$ cat src/zbgp_pkg.sv
// ----------------------------------------------------------------------------
// Zero byte group packer package
// Shared types and constants for the group packer controller and datapath.
// ----------------------------------------------------------------------------
`default_nettype none

package zbgp_pkg;

   localparam int RunLimitDef     = 7;
   localparam int GroupBytes      = 8;
   localparam int ThresholdW      = 4;
   localparam logic [ThresholdW-1:0] ThresholdReset = 4'd6;

   typedef struct packed {
      logic [63:0] group_data;
      logic [3:0]  byte_count;
      logic        stream_last;
   } req_type;

   typedef struct packed {
      logic [7:0] out_byte;
      logic       burst_last;
      logic       stream_end;
   } rsp_type;

   // Source of the byte loaded into the output register.
   typedef enum logic [2:0] {
      SRC_COUNT,
      SRC_WORD,
      SRC_RAW,
      SRC_HDR,
      SRC_NZ
   } src_type;

   typedef struct packed {
      logic    capture;
      logic    store_word;
      logic    start_flush;
      logic    flush_plus1;
      logic    emit;
      src_type src;
      logic    final_byte;
   } ctl_cmd_type;

   typedef struct packed {
      logic run_active;
      logic join_run;
      logic end_cond;
      logic flush_empty;
      logic words_done;
      logic byte_last;
      logic raw_empty;
      logic raw_final;
      logic mask_empty;
      logic mask_single;
      logic out_free;
   } dp_status_type;

endpackage

`default_nettype wire

$ cat src/zbgp_datapath.sv
// ----------------------------------------------------------------------------
// Zero byte group packer datapath
// Holds the captured group, run state, raw run buffer and output register.
// ----------------------------------------------------------------------------
`default_nettype none

module zbgp_datapath #(
   parameter int RunLimit = zbgp_pkg::RunLimitDef
) (
   input  wire                             clock,
   input  wire                             reset,
   input  zbgp_pkg::req_type               req_data,
   input  wire                             csr_valid,
   input  wire [zbgp_pkg::ThresholdW-1:0]  csr_data,
   input  zbgp_pkg::ctl_cmd_type           cmd,
   output zbgp_pkg::dp_status_type         status,
   input  wire                             rsp_stall,
   output logic                            rsp_valid,
   output zbgp_pkg::rsp_type               rsp_data
);

   localparam int LenW  = $clog2(RunLimit + 1);
   localparam int AddrW = (RunLimit > 1) ? $clog2(RunLimit) : 1;

   // Control state.
   logic                            run_active_ff, run_active_in;
   logic [LenW-1:0]                 run_length_ff, run_length_in;
   logic [zbgp_pkg::ThresholdW-1:0] threshold_ff, threshold_in;
   logic                            rsp_valid_ff, rsp_valid_in;

   // Payload state.
   logic [63:0]     data_ff, data_in;
   logic [3:0]      count_ff, count_in;
   logic            last_ff, last_in;
   logic [7:0]      mask_ff, mask_in;
   logic [3:0]      nz_ff, nz_in;
   logic [2:0]      byte_idx_ff, byte_idx_in;
   logic [LenW-1:0] word_idx_ff, word_idx_in;
   logic [LenW-1:0] flush_len_ff, flush_len_in;
   logic [LenW-1:0] flush_cnt_ff, flush_cnt_in;
   logic [63:0]     rdata_ff;
   zbgp_pkg::rsp_type rsp_data_ff, rsp_data_in;

   logic [63:0] run_mem [RunLimit];

   logic [3:0]      cap_count;
   logic [7:0]      cap_mask;
   logic [3:0]      cap_nz;
   logic [2:0]      low_idx;
   logic [7:0]      emit_byte;
   logic [63:0]     word_shift, data_shift, low_shift;
   logic [LenW:0]   len_plus1, word_plus1;

   // Capture-side decoding of the incoming group.
   always_comb begin
      cap_count = (req_data.byte_count > 4'(zbgp_pkg::GroupBytes)) ?
                  4'(zbgp_pkg::GroupBytes) : req_data.byte_count;
      cap_nz    = '0;
      for (int i = 0; i < zbgp_pkg::GroupBytes; i++) begin
         cap_mask[i] = (4'(i) < cap_count) && (req_data.group_data[8*i +: 8] != 8'd0);
         cap_nz      = cap_nz + {3'd0, cap_mask[i]};
      end
   end

   // Lowest nonzero byte still to send.
   always_comb begin
      low_idx = '0;
      for (int i = zbgp_pkg::GroupBytes - 1; i >= 0; i--) begin
         if (mask_ff[i]) begin
            low_idx = 3'(i);
         end
      end
   end

   assign len_plus1  = {1'b0, run_length_ff} + 1'b1;
   assign word_plus1 = {1'b0, word_idx_ff} + 1'b1;
   assign word_shift = rdata_ff >> {byte_idx_ff, 3'b000};
   assign data_shift = data_ff >> {byte_idx_ff, 3'b000};
   assign low_shift  = data_ff >> {low_idx, 3'b000};

   always_comb begin
      case (cmd.src)
         zbgp_pkg::SRC_COUNT: emit_byte = {{(8-LenW){1'b0}}, flush_cnt_ff};
         zbgp_pkg::SRC_WORD:  emit_byte = word_shift[7:0];
         zbgp_pkg::SRC_RAW:   emit_byte = data_shift[7:0];
         zbgp_pkg::SRC_HDR:   emit_byte = mask_ff;
         zbgp_pkg::SRC_NZ:    emit_byte = low_shift[7:0];
         default:             emit_byte = mask_ff;
      endcase
   end

   always_comb begin
      status.run_active  = run_active_ff;
      status.join_run    = {1'b0, nz_ff} >= {1'b0, threshold_ff};
      status.end_cond    = last_ff || (count_ff < 4'(zbgp_pkg::GroupBytes)) ||
                           (len_plus1 >= (LenW+1)'(RunLimit));
      status.flush_empty = (flush_len_ff == '0);
      status.words_done  = (word_plus1 == {1'b0, flush_len_ff});
      status.byte_last   = (byte_idx_ff == 3'd7);
      status.raw_empty   = (count_ff == 4'd0);
      status.raw_final   = ({1'b0, byte_idx_ff} + 4'd1 == count_ff);
      status.mask_empty  = (mask_ff == 8'd0);
      status.mask_single = ((mask_ff & (mask_ff - 8'd1)) == 8'd0);
      status.out_free    = !rsp_valid_ff || !rsp_stall;
   end

   always_comb begin
      run_active_in = run_active_ff;
      run_length_in = run_length_ff;
      threshold_in  = threshold_ff;
      rsp_valid_in  = rsp_valid_ff;
      data_in       = data_ff;
      count_in      = count_ff;
      last_in       = last_ff;
      mask_in       = mask_ff;
      nz_in         = nz_ff;
      byte_idx_in   = byte_idx_ff;
      word_idx_in   = word_idx_ff;
      flush_len_in  = flush_len_ff;
      flush_cnt_in  = flush_cnt_ff;
      rsp_data_in   = rsp_data_ff;

      if (csr_valid) begin
         threshold_in = csr_data;
      end

      if (cmd.capture) begin
         data_in     = req_data.group_data;
         count_in    = cap_count;
         last_in     = req_data.stream_last;
         mask_in     = cap_mask;
         nz_in       = cap_nz;
         byte_idx_in = '0;
      end

      if (cmd.store_word) begin
         run_length_in = len_plus1[LenW-1:0];
      end

      if (cmd.start_flush) begin
         flush_len_in  = run_length_ff;
         flush_cnt_in  = run_length_ff + {{(LenW-1){1'b0}}, cmd.flush_plus1};
         word_idx_in   = '0;
         run_active_in = 1'b0;
         run_length_in = '0;
      end

      if (rsp_valid_ff && !rsp_stall) begin
         rsp_valid_in = 1'b0;
      end

      if (cmd.emit) begin
         rsp_valid_in           = 1'b1;
         rsp_data_in.out_byte   = emit_byte;
         rsp_data_in.burst_last = cmd.final_byte;
         rsp_data_in.stream_end = cmd.final_byte && last_ff;
         case (cmd.src)
            zbgp_pkg::SRC_WORD: begin
               byte_idx_in = byte_idx_ff + 3'd1;
               if (byte_idx_ff == 3'd7 && word_plus1 != {1'b0, flush_len_ff}) begin
                  word_idx_in = word_plus1[LenW-1:0];
               end
            end
            zbgp_pkg::SRC_RAW: begin
               byte_idx_in = byte_idx_ff + 3'd1;
            end
            zbgp_pkg::SRC_HDR: begin
               // A group of eight nonzero bytes that is not the end of the stream opens a run.
               if (mask_ff == 8'hFF && !last_ff) begin
                  run_active_in = 1'b1;
                  run_length_in = '0;
               end
            end
            zbgp_pkg::SRC_NZ: begin
               mask_in = mask_ff & (mask_ff - 8'd1);
            end
            default: begin
            end
         endcase
      end
   end

   always_ff @(posedge clock) begin
      if (reset) begin
         run_active_ff <= 1'b0;
         run_length_ff <= '0;
         threshold_ff  <= zbgp_pkg::ThresholdReset;
         rsp_valid_ff  <= 1'b0;
      end else begin
         run_active_ff <= run_active_in;
         run_length_ff <= run_length_in;
         threshold_ff  <= threshold_in;
         rsp_valid_ff  <= rsp_valid_in;
      end
   end

   always_ff @(posedge clock) begin
      data_ff      <= data_in;
      count_ff     <= count_in;
      last_ff      <= last_in;
      mask_ff      <= mask_in;
      nz_ff        <= nz_in;
      byte_idx_ff  <= byte_idx_in;
      word_idx_ff  <= word_idx_in;
      flush_len_ff <= flush_len_in;
      flush_cnt_ff <= flush_cnt_in;
      rsp_data_ff  <= rsp_data_in;
   end

   // Raw run buffer: one write port, one registered read port.
   always_ff @(posedge clock) begin
      if (cmd.store_word) begin
         run_mem[run_length_ff[AddrW-1:0]] <= data_ff;
      end
      rdata_ff <= run_mem[word_idx_ff[AddrW-1:0]];
   end

   assign rsp_valid = rsp_valid_ff;
   assign rsp_data  = rsp_data_ff;

endmodule

`default_nettype wire

$ cat src/zbgp_control.sv
// ----------------------------------------------------------------------------
// Zero byte group packer controller
// Sequences capture, run decisions, flushes and byte emission.
// ----------------------------------------------------------------------------
`default_nettype none

module zbgp_control (
   input  wire                       clock,
   input  wire                       reset,
   input  wire                       req_valid,
   output logic                      req_stall,
   input  zbgp_pkg::dp_status_type   status,
   output zbgp_pkg::ctl_cmd_type     cmd
);

   typedef enum logic [2:0] {
      ST_IDLE,
      ST_DECIDE,
      ST_COUNT,
      ST_FETCH,
      ST_WORD,
      ST_RAW,
      ST_HDR,
      ST_NZ
   } state_type;

   state_type state_ff, state_in;
   logic      tail_raw_ff, tail_raw_in;

   // After a flush, either the joining group follows raw or the group is packed.
   state_type tail_state;
   logic      tail_final;

   always_comb begin
      if (tail_raw_ff) begin
         tail_state = status.raw_empty ? ST_IDLE : ST_RAW;
         tail_final = status.raw_empty;
      end else begin
         tail_state = ST_HDR;
         tail_final = 1'b0;
      end
   end

   always_comb begin
      state_in    = state_ff;
      tail_raw_in = tail_raw_ff;
      cmd         = '0;
      cmd.src     = zbgp_pkg::SRC_HDR;

      unique case (state_ff)
         ST_IDLE: begin
            if (req_valid) begin
               cmd.capture = 1'b1;
               state_in    = ST_DECIDE;
            end
         end
         ST_DECIDE: begin
            if (status.run_active) begin
               if (status.join_run && !status.end_cond) begin
                  cmd.store_word = 1'b1;
                  state_in       = ST_IDLE;
               end else begin
                  cmd.start_flush = 1'b1;
                  cmd.flush_plus1 = status.join_run;
                  tail_raw_in     = status.join_run;
                  state_in        = ST_COUNT;
               end
            end else begin
               state_in = ST_HDR;
            end
         end
         ST_COUNT: begin
            if (status.out_free) begin
               cmd.emit = 1'b1;
               cmd.src  = zbgp_pkg::SRC_COUNT;
               if (status.flush_empty) begin
                  cmd.final_byte = tail_final;
                  state_in       = tail_state;
               end else begin
                  state_in = ST_FETCH;
               end
            end
         end
         ST_FETCH: begin
            state_in = ST_WORD;
         end
         ST_WORD: begin
            if (status.out_free) begin
               cmd.emit = 1'b1;
               cmd.src  = zbgp_pkg::SRC_WORD;
               if (status.byte_last) begin
                  if (status.words_done) begin
                     cmd.final_byte = tail_final;
                     state_in       = tail_state;
                  end else begin
                     state_in = ST_FETCH;
                  end
               end
            end
         end
         ST_RAW: begin
            if (status.out_free) begin
               cmd.emit       = 1'b1;
               cmd.src        = zbgp_pkg::SRC_RAW;
               cmd.final_byte = status.raw_final;
               if (status.raw_final) begin
                  state_in = ST_IDLE;
               end
            end
         end
         ST_HDR: begin
            if (status.out_free) begin
               cmd.emit       = 1'b1;
               cmd.src        = zbgp_pkg::SRC_HDR;
               cmd.final_byte = status.mask_empty;
               state_in       = status.mask_empty ? ST_IDLE : ST_NZ;
            end
         end
         ST_NZ: begin
            if (status.out_free) begin
               cmd.emit       = 1'b1;
               cmd.src        = zbgp_pkg::SRC_NZ;
               cmd.final_byte = status.mask_single;
               if (status.mask_single) begin
                  state_in = ST_IDLE;
               end
            end
         end
         default: begin
            state_in = ST_IDLE;
         end
      endcase
   end

   always_ff @(posedge clock) begin
      if (reset) begin
         state_ff    <= ST_IDLE;
         tail_raw_ff <= 1'b0;
      end else begin
         state_ff    <= state_in;
         tail_raw_ff <= tail_raw_in;
      end
   end

   assign req_stall = (state_ff != ST_IDLE);

endmodule

`default_nettype wire

$ cat src/zero_byte_group_packer_top.sv
// ----------------------------------------------------------------------------
// Zero byte group packer top level
// Packs 8-byte groups into bitmap headers, nonzero bytes and raw runs.
// ----------------------------------------------------------------------------
// A group is captured in the idle state and decided in the next cycle; the
// first byte that follows goes to the output register from the count or
// header state. The byte-wide output moves one byte per cycle unless stalled,
// a run flush adds a fetch state per buffered word, and no new group is taken until the last is done.
// Reset is synchronous and active high: it closes any run, empties the output
// register and sets the threshold to 6; the run buffer is not cleared.
`default_nettype none

module zero_byte_group_packer_top #(
   parameter int RunLimit = zbgp_pkg::RunLimitDef
) (
   input  wire                             clock,
   input  wire                             reset,
   // Input group channel.
   input  wire                             req_valid,
   output logic                            req_stall,
   input  zbgp_pkg::req_type               req_data,
   // Packed byte channel.
   output logic                            rsp_valid,
   input  wire                             rsp_stall,
   output zbgp_pkg::rsp_type               rsp_data,
   // Threshold register write channel.
   input  wire                             csr_valid,
   output logic                            csr_ready,
   input  wire [zbgp_pkg::ThresholdW-1:0]  csr_data
);

   zbgp_pkg::ctl_cmd_type   cmd;
   zbgp_pkg::dp_status_type status;

   // The threshold register takes a write transfer in any cycle.
   assign csr_ready = 1'b1;

   // Each group is decided: one that joins an open run is stored; else an
   // optional flush of the buffered raw words (count byte, eight bytes per word)
   // precedes a raw copy of the joining group, or a header plus nonzero bytes.
   zbgp_control u_control (
      .clock     (clock),
      .reset     (reset),
      .req_valid (req_valid),
      .req_stall (req_stall),
      .status    (status),
      .cmd       (cmd)
   );

   // The datapath keeps the run state, the raw run buffer and the output
   // register; a byte is loaded only when that register is free or draining,
   // so a stalled transfer on the result side simply holds the controller.
   zbgp_datapath #(
      .RunLimit (RunLimit)
   ) u_datapath (
      .clock     (clock),
      .reset     (reset),
      .req_data  (req_data),
      .csr_valid (csr_valid && csr_ready),
      .csr_data  (csr_data),
      .cmd       (cmd),
      .status    (status),
      .rsp_stall (rsp_stall),
      .rsp_valid (rsp_valid),
      .rsp_data  (rsp_data)
   );

endmodule

`default_nettype wire

$ cat config.mk
export PLATFORM = sky130hd
export DESIGN_NAME = zero_byte_group_packer_top
export DESIGN_NICKNAME = d
export VERILOG_FILES = /design/src/zbgp_pkg.sv /design/src/zbgp_datapath.sv /design/src/zbgp_control.sv /design/src/zero_byte_group_packer_top.sv
export SDC_FILE = /design/constraint.sdc
export NUM_CORES = 1
export LEC_CHECK = 0
export BUFFER_PORTS_ARGS = -buffer_cell sky130_fd_sc_hd__buf_2
export CAP_MARGIN = 20
export CORE_UTILIZATION = 56
export CTS_CLUSTER_DIAMETER = 40
export CTS_CLUSTER_SIZE = 30
export DETAILED_ROUTE_END_ITERATION = 8
export PLACE_DENSITY = 0.85
export SLEW_MARGIN = 30
export SYNTH_ARGS = -nofsm -noshare
export SYNTH_HDL_FRONTEND = slang
export SYNTH_SLANG_ARGS = --single-unit
$ cat constraint.sdc
create_clock -name clock -period 8.6 [get_ports clock]
set_input_delay 0.43 -clock clock [delete_from_list [all_inputs] [get_ports clock]]
set_output_delay 0.43 -clock clock [all_outputs]
set_load 0.01 [all_outputs]
# Word-level counts from Yosys, hierarchy flattened
# Memories as Yosys holds them, arrays and structs flattened. A register that Yosys moved wholly into a read port is not among the register bits.
# Cells that the tools add are included.
[op_classes] n_eq_ne=25 muxes=66 addsub=13 bitwise_logic=2 reduce_logical=39 order_cmp=12 n_shift=3
[ops] op="$shr 64x6->8" count=3
[ops] op="$mux 3" count=37
[ops] op="$reduce_bool 8->1" count=8
[ops] op="$pmux 8 s4" count=1
[ops] op="$mux 5" count=5
[ops] op="$pmux 5 s5" count=1
[ops] op="$add 4x1->4" count=6
[ops] op="$mux 8" count=3
[ops] op="$pmux 3 s8" count=1
[ops] op="$eq 3x3->1 const B" count=6
[ops] op="$logic_not 8->1" count=2
[ops] op="$lt 3x4->1 const A" count=4
[ops] op="$mux 1" count=15
[ops] op="$ne 2x2->1 const B" count=7
[ops] op="$logic_and 1x1->1" count=13
[ops] op="$add 3x1->4 const B" count=3
[ops] op="$eq 3x2->1 const B" count=4
[ops] op="$logic_not 3->1" count=3
[ops] op="$reduce_and 9->1" count=1
[ops] op="$and 8x8->8" count=1
[ops] op="$eq 8x8->1 const B" count=1
[ops] op="$lt 1x4->1 const A" count=2
[ops] op="$lt 2x4->1 const A" count=2
[ops] op="$sub 8x1->8 const B" count=1
[ops] op="other kinds (22)" count=30
[totals] out_inout_bits=13 ram_bits=448 register_bits=116 wordCells=179 memories=1
[memory_table] name="u_datapath.run_mem" depth=7 width=64 read_ports=1 rd_ports_with_merged_regs=1 wr=1 line_no="zbgp_datapath.sv:44" source="logic [63:0] run_mem [RunLimit];"

# Depth between registers and ports, before layout
[depth] ltp_word=13 mapped_depth=11 mapped_depth_nobuf=10

# Modules after synthesis
# A second synthesis with hierarchy kept.
[hier_totals] hier_cells=1460 hier_area_um2=24760.0
[modules_own_cells] mod="zbgp_datapath" area_per_inst_um2=24264.5 instances=1 seq_area_each_um2=17867.1 cells_per_inst=1386
[modules_own_cells] mod="zbgp_control" area_per_inst_um2=484.2 instances=1 seq_area_each_um2=80.1 cells_per_inst=72
[modules_own_cells] mod="zero_byte_group_packer_top" area_per_inst_um2=11.3 instances=1 seq_area_each_um2=0.0 cells_per_inst=2

# Least setup slack after synthesis
# Ideal clock, no wire load.
[synth_timing] path_type="register to register" startpoint="register u_control.state_ff[1]" endpoint="memory u_datapath.run_mem[2][0], enable pin" t_arrival_ps=7491 stages_incl_launch_ff=6 required_ps=7955 slack_ps=464 path_cell_list="dfxtp_1 buf_4 inv_1 nand4_1 nor4_4 nor4bb_1"
[synth_via] elab_chain_cells=4
[synth_lines] element="start: declaration" line_no="zbgp_control.sv:27" source="state_type state_ff, state_in;"
[synth_lines] element="start signal: assignment" line_no="zbgp_control.sv:140" source="state_ff <= state_in;"
[synth_lines] element="$eq 3x1->1" line_no="zbgp_control.sv:50" source="unique case (state_ff)"
[synth_lines] element="$mux 3" line_no="zbgp_control.sv:50"
[synth_lines] element="$mux 1" line_no="zbgp_datapath.sv:212" source="if (cmd.store_word) begin"
[synth_lines] element="$mux 1 (not written as such)" line_no="zbgp_datapath.sv:213" source="run_mem[run_length_ff[AddrW-1:0]] <= data_ff;"
[synth_lines] element="end: declaration" line_no="zbgp_datapath.sv:44"
# No other way between the ends.

# Final worst setup path
[layout_timing] startpoint="input port req_data[5] (netlist name)" endpoint="register u_datapath.nz_ff[1] (data pin)"
[layout_via] elab_chain_cells=9
[layout_lines] element="start: declaration" line_no="zero_byte_group_packer_top.sv:21" source="input zbgp_pkg::req_type req_data,"
[layout_lines] element="$reduce_bool 8->1" line_no="zbgp_datapath.sv:60" source="cap_mask[i] = (4'(i) < cap_count) && (req_data.group_data[8*i +: 8] != 8'd0);"
[layout_lines] element="$logic_and 1x1->1" line_no="zbgp_datapath.sv:60"
[layout_lines] element="$add 1x1->2" line_no="zbgp_datapath.sv:61" source="cap_nz = cap_nz + {3'd0, cap_mask[i]};"
[layout_lines] element="$add 4x1->4 (6 in a row)" line_no="zbgp_datapath.sv:61"
[layout_lines] element="via u_datapath.cap_nz[1]" line_no="zbgp_datapath.sv:48" source="logic [3:0] cap_nz;"
[layout_lines] element="end signal: assignment" line_no="zbgp_datapath.sv:202" source="nz_ff <= nz_in;"
[layout_lines] element="end: declaration" line_no="zbgp_datapath.sv:36" source="logic [3:0] nz_ff, nz_in;"
# The timed path passes the listed nets, and every way through them passes these cells.
# A chain may end at the register's enable or synchronous reset.

==> impl_metrics.ini <==
[finish]
drive_gt1_frac = 0.241
final_nets = 1783
register_area_um2 = 18000
stdcell_area_um2 = 28900
area_growth_pct = 15.8
multiInputGateArea_um2 = 6800
fin_util = 0.664
final_cells = 2332
fill_cells = 2876

[timing]
skew_ps = 25.5
layout_setup_ws_ps = 4300
tightest_slew_ps = 1040
fin_crit_ps = 4300
finalSetupViolations = 0
drv_slew = 0
relSlewSlack = 0.309
post-route-period-util = 0.500
fmax_mhz = 233
hold_viol = 0
finalSetupTns_ps = 0
rsz0062_at_grt = false
hold_ws_ps = 19.4

[yosys]
netlist_top_cells_area = edfxtp_1 65%, dfxtp_1 7.3%, mux4_2 6.7%, mux2_2 3.2%, mux2i_1 2.9%
yosysUniqueCellTypes = 76
synth_cells = 1507
ys_async_sr_fraction = 0
synth_area_um2 = 25000
yosys.area.top_type = edfxtp_1
ys_top_cells_by_count = 537 x edfxtp_1, 112 x nand2_1, 104 x o21ai_0, 91 x dfxtp_1, 74 x mux4_2
synth.top_cell.area_share = 0.646
synth-edff-count = 537
ys.warnings.count = 0
synth_area_per_cell_um2 = 16.6
yosysSeqAreaShare = 0.719
synth_seq_cells = 628
yosysMostFrequentCell = edfxtp_1
ys.flop_type = edfxtp_1

[worst_setup_path]
crit_required_ps = 8960
crit_path_start_kind = input port
crit_fanout = 2
crit_type = in2reg
crit_path_cell_trace = dlygate4sd3_1 > buf_2 > nor4_1 > a21oi_1 > ha_1 > inv_1 > fa_1 > fa_1 > fa_1 > fa_1 > inv_1
crit_top_cell = fa_1
cp_num_buf_inv = 4
arrival_ps = 4650
cp-end-kind = flip-flop
cpMaxStageDelayCell = nor4_1
reg2reg_slack_ps = 5040
crit_family = adder cells
critPathMaxStageDelay_ps = 740

[place]
place_ws_ps = 4300
dpl.hpwl_mm = 37.1
portBuffers = 89
gp_congestion = 0.972
dp.cells = 2183
placed_area_um2 = 26200

[routing]
drt-wirelength-per-cell_um = 26.1
drc = 0
viasPerCell = 6.15
wirelength_mm = 60.9
first_pass_iters = 5
drtIter0Drc = 1826
ant_nets = 0
num_vias = 14300

[clock_tree]
clock_latency_ps = 610
cts_made_buffers = 70
cts_tree = done
clkSlewWorstSetupHoldPaths_ps = 70
post_cts_buffers = 0
cts_sinks = 628
clockBufferDepth = 3
cts_max_level = 3
cts-root-buf = clkbuf_16

[hold_path]
hold_class = in2reg

[die]
die_y_um = 213
rows = 76
ios = 91
dieArea_um2 = 45400
start_util = 0.573
die_w_um = 213
coreArea_um2 = 43600

[grt]
grt_pass1_vias = 14300
grt_first_pass_wirelength_mm = 89.7
grt_start_max_net_pins = 78
grt_usage = 0.276
overflow = 0
antenna_found_initial = 1

[run_status]
outcome = finished clean

[pwr]
power.density_nw_per_um2 = 289
p_leak_nw = 9.91
ir_drop_uv = 183
totalPowerFinal_mw = 8.35

[job]
maxCapViolCount = 0
[cell type report]
cell class | count | area share
flip-flops and latches | 628 | 0.621
repair buffers | 131 | 0.0291
multi-input cells | 832 | 0.235
inverters | 25 | 0.00329
clock inverters | 51 | 0.0213
diodes | 1 | 0.0000865
well taps | 585 | 0.0253
clock buffers | 79 | 0.0646
[where the power goes]
group	switching, mW	internal (mW)	total [mW]
registers	0.332	3.66	3.99
clock network	1.32	1.84	3.16
logic	0.738	0.461	1.20
total	2.39	5.96	8.35
[worst paths after layout]
| kind | start | endpoint | cells after the start |
|---|---|---|---|
| max reg2reg | u_control.state_ff[0]$_SDFFE_PP0P_ | u_datapath.run_mem[1][61]$_DFFE_PP_ | 5 |
| min reg2reg | u_datapath.threshold_ff[2]$_SDFFE_PP1P_ | u_datapath.threshold_ff[2]$_SDFFE_PP1P_ | 2 |
| min | req_data[40] | u_datapath.data_ff[35]$_DFFE_PP_ | 1 |
| max | req_data[5] | u_datapath.nz_ff[1]$_DFFE_PP_ | 11 |
[routing by layer]
metal | vias up | share of wire | track usage
met4 | 2 | 0.025 | 0.0843
met3 | 117 | 0.082 | 0.0535
met1 | 7316 | 0.40 | 0.376
met2 | 680 | 0.49 | 0.454
met5 | - | 0.00026 | 0
li1 | 6230 | - | -
[sequential cells by signal, indices dropped and copies added, names as in the netlist, 4 cells and up]
name                     count
u_datapath.run_mem         448
u_datapath.threshold_ff      4
u_datapath.rdata_ff         64
u_datapath.data_ff          64
u_datapath.mask_ff           8
u_datapath.rsp_data         10
u_datapath.nz_ff             4
u_datapath.count_ff          4
[worst reg2reg max path, cell delays in order (launching register included)]
cell and delay, ps:
dfxtp_1 600, nand4_1 420, nor4_4 560, nor2b_1 300, and3b_4 690, buf_4 590
[cell families after synthesis]
kind of cell,count (synthesis),share of synthesized area
buffers and inverters,110,0.0197
other,2,0.000301
and+or+nand+nor,278,0.0564
xor gates and xnor gates,12,0.00421
AOI/OAI and AO/OA,238,0.0608
adders and majority gates,17,0.00973
muxes,222,0.130
DFF,628,0.719
[layout by cell type, fill, tap and decap left out, drive strengths merged, types with 5 or more instances in the layout]
master	Yosys	layout
o211ai	13	13
a211o	8	8
inv	25	47
and3	9	9
and2	6	6
nand2b	9	9
ha	13	13
nand4	14	14
a211oi	6	6
a2bb2oi	5	5
nand2	113	113
clkinvlp	0	5
mux2i	73	73
a21oi	33	33
nor4	20	20
o22ai	6	6
nand3	33	33
conb	2	65
nor3	15	15
a2111o	5	5
mux4	74	74
o21ai	105	105
bufinv	0	7
edfxtp	537	537
nor2	31	31
clkinv	0	17
xnor2	8	8
nor2b	11	11
a31oi	7	7
mux2	75	75
or2	6	6
dfxtp	91	91
a22oi	15	15
clkbuf	50	80
buf	35	114
dlygate4sd3	0	16
[repair_timing]
item | CTS | global route
hold endpoints to repair | 15 | 1
endpoints found under the setup margin | 0 | 0
hold buffers | 15 | 1
gates resized for setup | 0 | 0
Power figures use the tool's default switching activity.
